## src/design/hsv2argb_pkg.sv

```systemverilog
`timescale 1ns / 1ps
// Package for the HSV to ARGB pixel converter: field types and fixed-point constants.
// No dependencies; the channel interfaces and the core take names from here.
package hsv2argb_pkg;

    typedef logic [7:0]  t_byte;
    typedef logic [14:0] t_hue;
    typedef logic [8:0]  t_frac;
    typedef logic [31:0] t_word;

    // Hue scale: one sector is 60 degrees, that is 3840 units of 1/64 degree
    localparam int HUE_MAX      = 23039;
    localparam int SECTOR_UNITS = 3840;
    localparam int FRAC_ONE     = 256;

    // floor(x / 15) for x below 4096 is (x * RECIP_15) >> RECIP_SHIFT
    localparam int RECIP_15    = 34953;
    localparam int RECIP_SHIFT = 19;

endpackage

```

## src/design/hsv2argb_in_if.sv

```systemverilog
`timescale 1ns / 1ps
// Input channel of the HSV to ARGB converter: valid/ready with one HSV pixel and alpha.
// Depends on hsv2argb_pkg for the field types.
interface hsv2argb_in_if;
    logic                valid;
    logic                ready;
    hsv2argb_pkg::t_byte alpha;
    hsv2argb_pkg::t_hue  hue;
    hsv2argb_pkg::t_frac saturation;
    hsv2argb_pkg::t_frac brightness;

    modport source (output valid, output alpha, output hue, output saturation,
                    output brightness, input ready);
    modport sink   (input valid, input alpha, input hue, input saturation,
                    input brightness, output ready);
endinterface

```

## src/design/hsv2argb_out_if.sv

```systemverilog
`timescale 1ns / 1ps
// Output channel of the HSV to ARGB converter: valid/ready with the four bytes and packed word.
// Depends on hsv2argb_pkg for the field types.
interface hsv2argb_out_if;
    logic                valid;
    logic                ready;
    hsv2argb_pkg::t_byte alpha_out;
    hsv2argb_pkg::t_byte red;
    hsv2argb_pkg::t_byte green;
    hsv2argb_pkg::t_byte blue;
    hsv2argb_pkg::t_word packed_color;

    modport source (output valid, output alpha_out, output red, output green,
                    output blue, output packed_color, input ready);
    modport sink   (input valid, input alpha_out, input red, input green,
                    input blue, input packed_color, output ready);
endinterface

```

## src/design/hsv_to_argb_pixel_core.sv

```systemverilog
`timescale 1ns / 1ps
// HSV to ARGB pixel converter core: seven-stage pipeline with valid bits and a common stall.
// Depends on hsv2argb_pkg, hsv2argb_in_if and hsv2argb_out_if.
//
// Usage:
//   i_pix carries one pixel per transfer: alpha, hue (1/64 degree units), saturation and
//   brightness (1/256 units, 256 is full scale). Out-of-range hue is clamped to just
//   below 360 degrees, fractions above one are clamped to one.
//   o_pix carries one result per pixel: alpha_out, red, green, blue and the packed word
//   alpha:red:green:blue. Results leave in the order the pixels came in.
// Path: each pixel passes through stage registers 1 to 6 and then the output register,
//   which drives o_pix.valid; a stall holds every stage in place.
// Throughput: one pixel per cycle while no stall holds the pipe; the slowest stage is the
//   16x20 bit ramp product, followed by a constant multiply that divides by fifteen.
// Stall: i_pix.ready is high whenever the output register is empty or being taken.
//   While the receiver holds o_pix.ready low with a result waiting, every stage holds
//   its contents, so nothing is dropped or repeated.
// Reset: i_rst_n low clears all valid bits on the next rising edge; the pipeline is
//   empty and ready for input right after.
module hsv_to_argb_pixel_core (
    input  logic                  i_clk,
    input  logic                  i_rst_n,
    hsv2argb_in_if.sink           i_pix,
    hsv2argb_out_if.source        o_pix
);

    // Hue sector, named after the two primaries/secondaries it runs between
    typedef enum logic [2:0] {
        SEC_RED_YELLOW     = 3'd0,
        SEC_YELLOW_GREEN   = 3'd1,
        SEC_GREEN_CYAN     = 3'd2,
        SEC_CYAN_BLUE      = 3'd3,
        SEC_BLUE_MAGENTA   = 3'd4,
        SEC_MAGENTA_RED    = 3'd5
    } t_sector;

    localparam int SU = hsv2argb_pkg::SECTOR_UNITS;

    // Pipeline advance: the whole pipe moves unless a finished result is held up
    logic w_adv;

    // Valid bits, one per stage, plus the output register
    logic r1_vld, r2_vld, r3_vld, r4_vld, r5_vld, r6_vld, r_out_vld;

    // Stage 1: clamped inputs, sector, P = 255 * v
    hsv2argb_pkg::t_byte r1_alpha;
    t_sector             r1_sector;
    hsv2argb_pkg::t_hue  r1_h;
    hsv2argb_pkg::t_frac r1_s;
    hsv2argb_pkg::t_frac r1_oms;
    logic [15:0]         r1_p;

    // Stage 2: ramp and floor product
    hsv2argb_pkg::t_byte r2_alpha;
    t_sector             r2_sector;
    hsv2argb_pkg::t_frac r2_s;
    hsv2argb_pkg::t_frac r2_oms;
    logic [15:0]         r2_p;
    logic [11:0]         r2_ramp;
    logic [23:0]         r2_nprod;

    // Stage 3: saturation times ramp, floor byte
    hsv2argb_pkg::t_byte r3_alpha;
    t_sector             r3_sector;
    hsv2argb_pkg::t_frac r3_oms;
    logic [15:0]         r3_p;
    logic [19:0]         r3_sr;
    hsv2argb_pkg::t_byte r3_n;

    // Stage 4: ramp weight q
    hsv2argb_pkg::t_byte r4_alpha;
    t_sector             r4_sector;
    logic [15:0]         r4_p;
    logic [19:0]         r4_q;
    hsv2argb_pkg::t_byte r4_n;

    // Stage 5: ramp product scaled down by 2^24
    hsv2argb_pkg::t_byte r5_alpha;
    t_sector             r5_sector;
    hsv2argb_pkg::t_byte r5_m;
    hsv2argb_pkg::t_byte r5_n;
    logic [11:0]         r5_zhi;

    // Stage 6: divide by fifteen through the reciprocal
    hsv2argb_pkg::t_byte r6_alpha;
    t_sector             r6_sector;
    hsv2argb_pkg::t_byte r6_m;
    hsv2argb_pkg::t_byte r6_n;
    logic [27:0]         r6_rec;

    // Output register
    hsv2argb_pkg::t_byte r_out_alpha;
    hsv2argb_pkg::t_byte r_out_red;
    hsv2argb_pkg::t_byte r_out_green;
    hsv2argb_pkg::t_byte r_out_blue;

    // Combinational terms
    hsv2argb_pkg::t_hue  w_h;
    hsv2argb_pkg::t_frac w_s;
    hsv2argb_pkg::t_frac w_v;
    t_sector             w_sector;
    logic [16:0]         w_p17;
    logic [12:0]         w_t;
    logic [11:0]         w_dist;
    logic [20:0]         w_q21;
    logic [35:0]         w_zprod;
    hsv2argb_pkg::t_byte w_z;
    hsv2argb_pkg::t_byte n_red;
    hsv2argb_pkg::t_byte n_green;
    hsv2argb_pkg::t_byte n_blue;

    assign w_adv       = !r_out_vld || o_pix.ready;
    assign i_pix.ready = w_adv;

    // ---- Stage 1 logic: clamp, find the sector, form 255 * v ----
    always_comb begin
        w_h = (i_pix.hue > 15'(hsv2argb_pkg::HUE_MAX)) ? 15'(hsv2argb_pkg::HUE_MAX)
                                                      : i_pix.hue;
        w_s = (i_pix.saturation > 9'(hsv2argb_pkg::FRAC_ONE)) ? 9'(hsv2argb_pkg::FRAC_ONE)
                                                              : i_pix.saturation;
        w_v = (i_pix.brightness > 9'(hsv2argb_pkg::FRAC_ONE)) ? 9'(hsv2argb_pkg::FRAC_ONE)
                                                              : i_pix.brightness;
        if (w_h < 15'(SU)) begin
            w_sector = SEC_RED_YELLOW;
        end else if (w_h < 15'(2 * SU)) begin
            w_sector = SEC_YELLOW_GREEN;
        end else if (w_h < 15'(3 * SU)) begin
            w_sector = SEC_GREEN_CYAN;
        end else if (w_h < 15'(4 * SU)) begin
            w_sector = SEC_CYAN_BLUE;
        end else if (w_h < 15'(5 * SU)) begin
            w_sector = SEC_BLUE_MAGENTA;
        end else begin
            w_sector = SEC_MAGENTA_RED;
        end
        w_p17 = {w_v, 8'b0} - 17'(w_v);
    end

    // ---- Stage 2 logic: position inside the double sector, distance to its centre ----
    always_comb begin
        case (r1_sector)
            SEC_RED_YELLOW, SEC_YELLOW_GREEN: w_t = 13'(r1_h);
            SEC_GREEN_CYAN, SEC_CYAN_BLUE:    w_t = 13'(r1_h - 15'(2 * SU));
            SEC_BLUE_MAGENTA, SEC_MAGENTA_RED: w_t = 13'(r1_h - 15'(4 * SU));
            default:                          w_t = 13'(r1_h);
        endcase
        w_dist = (w_t > 13'(SU)) ? 12'(w_t - 13'(SU)) : 12'(13'(SU) - w_t);
    end

    // ---- Stage 4 logic: q = 3840 * (256 - s) + s * ramp ----
    assign w_q21 = {r3_oms, 12'b0} - 21'({r3_oms, 8'b0}) + 21'(r3_sr);

    // ---- Stage 5 logic: ramp product ----
    assign w_zprod = 36'(r4_p) * 36'(r4_q);

    // ---- Output stage: route top, floor and ramp by sector ----
    assign w_z = r6_rec[hsv2argb_pkg::RECIP_SHIFT +: 8];

    always_comb begin
        case (r6_sector)
            SEC_RED_YELLOW: begin
                n_red = r6_m; n_green = w_z;  n_blue = r6_n;
            end
            SEC_YELLOW_GREEN: begin
                n_red = w_z;  n_green = r6_m; n_blue = r6_n;
            end
            SEC_GREEN_CYAN: begin
                n_red = r6_n; n_green = r6_m; n_blue = w_z;
            end
            SEC_CYAN_BLUE: begin
                n_red = r6_n; n_green = w_z;  n_blue = r6_m;
            end
            SEC_BLUE_MAGENTA: begin
                n_red = w_z;  n_green = r6_n; n_blue = r6_m;
            end
            default: begin
                n_red = r6_m; n_green = r6_n; n_blue = w_z;
            end
        endcase
    end

    // Valid bits: clear on reset, advance together, hold on stall
    always_ff @(posedge i_clk) begin
        if (!i_rst_n) begin
            r1_vld    <= 1'b0;
            r2_vld    <= 1'b0;
            r3_vld    <= 1'b0;
            r4_vld    <= 1'b0;
            r5_vld    <= 1'b0;
            r6_vld    <= 1'b0;
            r_out_vld <= 1'b0;
        end else if (w_adv) begin
            r1_vld    <= i_pix.valid;
            r2_vld    <= r1_vld;
            r3_vld    <= r2_vld;
            r4_vld    <= r3_vld;
            r5_vld    <= r4_vld;
            r6_vld    <= r5_vld;
            r_out_vld <= r6_vld;
        end
    end

    // Payload: no reset, advance with the valid bits
    always_ff @(posedge i_clk) begin
        if (w_adv) begin
            r1_alpha    <= i_pix.alpha;
            r1_sector   <= w_sector;
            r1_h        <= w_h;
            r1_s        <= w_s;
            r1_oms      <= 9'(hsv2argb_pkg::FRAC_ONE) - w_s;
            r1_p        <= w_p17[15:0];

            r2_alpha    <= r1_alpha;
            r2_sector   <= r1_sector;
            r2_s        <= r1_s;
            r2_oms      <= r1_oms;
            r2_p        <= r1_p;
            r2_ramp     <= 12'(SU) - w_dist;
            r2_nprod    <= 24'(25'(r1_p) * 25'(r1_oms));

            r3_alpha    <= r2_alpha;
            r3_sector   <= r2_sector;
            r3_oms      <= r2_oms;
            r3_p        <= r2_p;
            r3_sr       <= 20'(21'(r2_s) * 21'(r2_ramp));
            r3_n        <= r2_nprod[23:16];

            r4_alpha    <= r3_alpha;
            r4_sector   <= r3_sector;
            r4_p        <= r3_p;
            r4_q        <= w_q21[19:0];
            r4_n        <= r3_n;

            r5_alpha    <= r4_alpha;
            r5_sector   <= r4_sector;
            r5_m        <= r4_p[15:8];
            r5_n        <= r4_n;
            r5_zhi      <= w_zprod[35:24];

            r6_alpha    <= r5_alpha;
            r6_sector   <= r5_sector;
            r6_m        <= r5_m;
            r6_n        <= r5_n;
            r6_rec      <= 28'(r5_zhi) * 28'(hsv2argb_pkg::RECIP_15);

            r_out_alpha <= r6_alpha;
            r_out_red   <= n_red;
            r_out_green <= n_green;
            r_out_blue  <= n_blue;
        end
    end

    assign o_pix.valid        = r_out_vld;
    assign o_pix.alpha_out    = r_out_alpha;
    assign o_pix.red          = r_out_red;
    assign o_pix.green        = r_out_green;
    assign o_pix.blue         = r_out_blue;
    assign o_pix.packed_color = {r_out_alpha, r_out_red, r_out_green, r_out_blue};

    // Reset empties the output register
    a_rst_empty: assert property (@(posedge i_clk) !i_rst_n |=> !o_pix.valid)
        else $error("output valid after reset");

    // A stall freezes every valid bit
    a_stall_hold: assert property (@(posedge i_clk) disable iff (!i_rst_n)
        !w_adv |=> $stable({r1_vld, r2_vld, r3_vld, r4_vld, r5_vld, r6_vld, r_out_vld}))
        else $error("pipeline moved during a stall");

    // A finished item in the last stage reaches the output register when the pipe moves
    a_last_adv: assert property (@(posedge i_clk) disable iff (!i_rst_n)
        (w_adv && r6_vld) |=> o_pix.valid)
        else $error("item lost between last stage and output");

    // The ramp always lies between the floor and the top level
    a_ramp_range: assert property (@(posedge i_clk) disable iff (!i_rst_n)
        r6_vld |-> (r6_n <= r6_m && w_z >= r6_n && w_z <= r6_m))
        else $error("ramp component outside floor..top");

endmodule

```

## src/flat_wrapper.sv

```systemverilog
// flat-port wrapper written by rule: the top's interface ports become plain ports
module hsv_to_argb_pixel_core_flat 
  (i_clk, i_rst_n, i_pix_valid, i_pix_alpha, i_pix_hue, i_pix_saturation, i_pix_brightness, i_pix_ready, o_pix_valid, o_pix_alpha_out, o_pix_red, o_pix_green, o_pix_blue, o_pix_packed_color, o_pix_ready);
  hsv2argb_in_if i_pix_i ();
  hsv2argb_out_if o_pix_i ();
  input  logic i_clk;
  input  logic i_rst_n;
  input wire logic [$bits(i_pix_i.valid)-1:0] i_pix_valid;
  input wire logic [$bits(i_pix_i.alpha)-1:0] i_pix_alpha;
  input wire logic [$bits(i_pix_i.hue)-1:0] i_pix_hue;
  input wire logic [$bits(i_pix_i.saturation)-1:0] i_pix_saturation;
  input wire logic [$bits(i_pix_i.brightness)-1:0] i_pix_brightness;
  output wire logic [$bits(i_pix_i.ready)-1:0] i_pix_ready;
  output wire logic [$bits(o_pix_i.valid)-1:0] o_pix_valid;
  output wire logic [$bits(o_pix_i.alpha_out)-1:0] o_pix_alpha_out;
  output wire logic [$bits(o_pix_i.red)-1:0] o_pix_red;
  output wire logic [$bits(o_pix_i.green)-1:0] o_pix_green;
  output wire logic [$bits(o_pix_i.blue)-1:0] o_pix_blue;
  output wire logic [$bits(o_pix_i.packed_color)-1:0] o_pix_packed_color;
  input wire logic [$bits(o_pix_i.ready)-1:0] o_pix_ready;
  assign i_pix_i.valid = i_pix_valid;
  assign i_pix_i.alpha = i_pix_alpha;
  assign i_pix_i.hue = i_pix_hue;
  assign i_pix_i.saturation = i_pix_saturation;
  assign i_pix_i.brightness = i_pix_brightness;
  assign i_pix_ready = i_pix_i.ready;
  assign o_pix_valid = o_pix_i.valid;
  assign o_pix_alpha_out = o_pix_i.alpha_out;
  assign o_pix_red = o_pix_i.red;
  assign o_pix_green = o_pix_i.green;
  assign o_pix_blue = o_pix_i.blue;
  assign o_pix_packed_color = o_pix_i.packed_color;
  assign o_pix_i.ready = o_pix_ready;
  hsv_to_argb_pixel_core u_core (.i_clk(i_clk), .i_rst_n(i_rst_n), .i_pix(i_pix_i), .o_pix(o_pix_i));
endmodule
```

## config.mk

```make
export PLATFORM = sky130hd
export DESIGN_NAME = hsv_to_argb_pixel_core_flat
export DESIGN_NICKNAME = d
export VERILOG_FILES = /design/src/design/hsv2argb_pkg.sv /design/src/design/hsv2argb_in_if.sv /design/src/design/hsv2argb_out_if.sv /design/src/design/hsv_to_argb_pixel_core.sv /design/src/flat_wrapper.sv
export SDC_FILE = /design/constraint.sdc
export NUM_CORES = 2
export LEC_CHECK = 0
export ABC_AREA = 1
export BUFFER_PORTS_ARGS = -buffer_cell sky130_fd_sc_hd__buf_4
export CAP_MARGIN = 20
export CORE_UTILIZATION = 58
export CTS_CLUSTER_SIZE = 24
export DETAILED_ROUTE_END_ITERATION = 6
export PLACE_DENSITY = 0.78
export SLEW_MARGIN = 5
export SYNTH_ARGS = -nofsm -noshare
export SYNTH_HDL_FRONTEND = slang
export SYNTH_SLANG_ARGS = --single-unit
export TNS_END_PERCENT = 50
```

## constraint.sdc

```tcl
create_clock -name i_clk -period 15.8 [get_ports i_clk]
set_input_delay 4.74 -clock i_clk [delete_from_list [all_inputs] [get_ports i_clk]]
set_output_delay 4.74 -clock i_clk [all_outputs]
set_load 0.02 [all_outputs]
```

==> impl_metrics.env <==
export IMPL_r2r_slack_ps=9240
export IMPL_gp_congestion=0.915
export IMPL_track_usage=0.238
export IMPL_ys_ff_latch=353
export IMPL_globalRoute_totalOverflow=0
export IMPL_postCtsHoldBufs=0
export IMPL_place_ws_ps=4720
export IMPL_dr_pass1_iters=6
export IMPL_initial_utilization=0.590
export IMPL_critPathMaxFanout=29
export IMPL_rsz0062_at_grt="no"
export IMPL_postRouteAntennaNets=0
export IMPL_synth_top_cell_area_share=0.311
export IMPL_fp_dieW_um=242
export IMPL_cp_arrival_ps=6290
export IMPL_io_buffers=110
export IMPL_start_kind="input pin"
export IMPL_cts_setup_buffers=0
export IMPL_utilization=0.635
export IMPL_worstPathRequired_ps=11060
export IMPL_yosysTopAreaCell="edfxtp_1"
export IMPL_r2r_start="u_core.r4_p[6]"
export IMPL_cts_root_buf="clkbuf_16"
export IMPL_r2r_end="u_core.r5_zhi[10]"
export IMPL_wl_um=66300
export IMPL_drcViolationCount=0
export IMPL_cts_sinks=353
export IMPL_finalHoldViolCount=0
export IMPL_htree_levels=2
export IMPL_critPathKind="input pin to output port"
export IMPL_synthCells=3582
export IMPL_fin_crit_ps=11030
export IMPL_cts_resized=0
export IMPL_grt_max_degree=188
export IMPL_hold_path_class="register to register"
export IMPL_setup_viol_count_final=0
export IMPL_grt_pass1_vias=24000
export IMPL_routedWlPerCell_um=15.2
export IMPL_viasPerCell=5.22
export IMPL_hpwl_um=49400
export IMPL_antenna_found_initial=1
export IMPL_grt_pass1_wl_um=113000
export IMPL_max_freq_mhz=90.7
export IMPL_cts_tree="done"
export IMPL_numCtsBuffers=41
export IMPL_core_area_um2=56700
export IMPL_status="finished, final reports clean"
export IMPL_dr_total_vias=22800
export IMPL_startpoint="o_pix_ready"
export IMPL_skew_ps=31.9
export IMPL_tightest_slew_ps=1020
export IMPL_layout_commonest_cell="inv_1"
export IMPL_yosysWarnings=0
export IMPL_fp_dieH_um=242
export IMPL_layout_drive_gt1_share=0.0626
export IMPL_synth_fp_nets=4324
export IMPL_max_cap_violations=0
export IMPL_setup_tns_ps=0
export IMPL_seq_area_frac_synth=0.315
export IMPL_end_kind="output port"
export IMPL_die_area_um2=58600
export IMPL_drt_iter0_drc=1680
export IMPL_slew_headroom=0.320
export IMPL_clkLatencyLatePin_ps=570
export IMPL_final_nets=4321
export IMPL_min_path_cells=0
export IMPL_clk_pin_slew_ps=60
export IMPL_yosysUniqueCellTypes=47
export IMPL_final_period_utilization=0.698
export IMPL_min_from="u_core.r3_p[13]"
export IMPL_final_cell_mix="inv_1, nand2_1, fa_1"
export IMPL_syn_area_um2=33500
export IMPL_drv_slew=0
export IMPL_area_growth_pct=7.63
export IMPL_yosys_top_cells_area="edfxtp_1, fa_1, inv_1"
export IMPL_rows=87
export IMPL_holdPathEnd="u_core.r4_p[13]"
export IMPL_nFillCells=4448
export IMPL_fin_ws_ps=4770
export IMPL_cts_path_max_buffers=3
export IMPL_rr_worst_depth=21
export IMPL_syn_area_per_cell_um2=9.34
export IMPL_io_pins=111
-- sequential cells by signal (all words and copies together) (netlist names), 13 cells and up --
register / count
u_core.r1_h: 13
u_core.r4_q: 20
u_core.r1_p: 16
u_core.r2_p: 16
u_core.r3_sr: 20
u_core.r3_p: 16
u_core.r4_p: 16
-- worst max-delay path by stage --
stage / cells past startpoint / endpoint
6_report: 4 / i_pix_ready
5_1_grt: 4 / i_pix_ready
4_1_cts: 4 / i_pix_ready
3_5_place_dp: 4 / i_pix_ready
3_3_place_gp: 4 / i_pix_ready
2_1_floorplan: 2 / i_pix_ready
-- per-stage QoR --
stage / cells / hold slack [ps] / cell area, um2
floorplan: 3582 / 400 / 33500
detailed placement: 4292 / 405 / 34500
CTS: 4368 / 411 / 36000
finish: 4370 / 410 / 36000
global route: 4368 / 415 / 36000
global placement: 4292 / 400 / 34500
-- critical path: stages --
cell	delay, ps
buf_4	110
nor2_1	380
clkinvlp_4	660
buf_4	380
-- synth_stat cells, drive strengths merged --
cell    count
a211oi      4
a21boi      3
a21o        8
a21oi     107
a221oi      1
a31oi       5
and3        2
buf        39
clkbuf    124
clkinv      1
dfxtp       7
edfxtp    346
fa        435
ha        262
inv       908
nand2     882
nand3      52
nand3b      4
nand4      18
nor2      125
nor3       20
nor4        6
o211ai     19
o21a        7
o21ai      66
o21bai      4
o221ai      8
o22ai       1
o31ai       9
o41ai       1
or2        14
xnor2      29
xor2       65
-- cell families after synthesis --
group           after synthesis  share of synthesized area
simple gates               1123                      0.136
fa+ha+maj                   697                      0.358
xor+xnor                     94                     0.0246
flops                       353                      0.315
buf+inv                    1072                      0.125
compound gates              243                     0.0418
-- metal layers --
metal | routed length (um) | part of all wire | vias to the layer above | track usage
met4 | 2180 | 0.033 | 0 | 0.0854
met5 | 0 | 0 | - | 0
li1 | - | - | 10800 | -
met3 | 5070 | 0.076 | 182 | 0.0452
met2 | 32600 | 0.49 | 826 | 0.409
met1 | 26500 | 0.40 | 11000 | 0.300
-- cell type report --
class / count / area (um2) / share of cell area
multi-input combinational: 2157 / 18800 / 0.521
sequential: 353 / 10500 / 0.292
inverter: 909 / 3420 / 0.0949
clock buffer: 48 / 1090 / 0.0304
tap: 756 / 946 / 0.0263
timing repair buffer: 117 / 891 / 0.0247
clock inverter: 28 / 365 / 0.0101
antenna: 2 / 5.00 / 0.000139
Power is left out: the tool's default activity adds up to more than one toggle a clock period on the data nets, which glitch-free logic cannot reach.
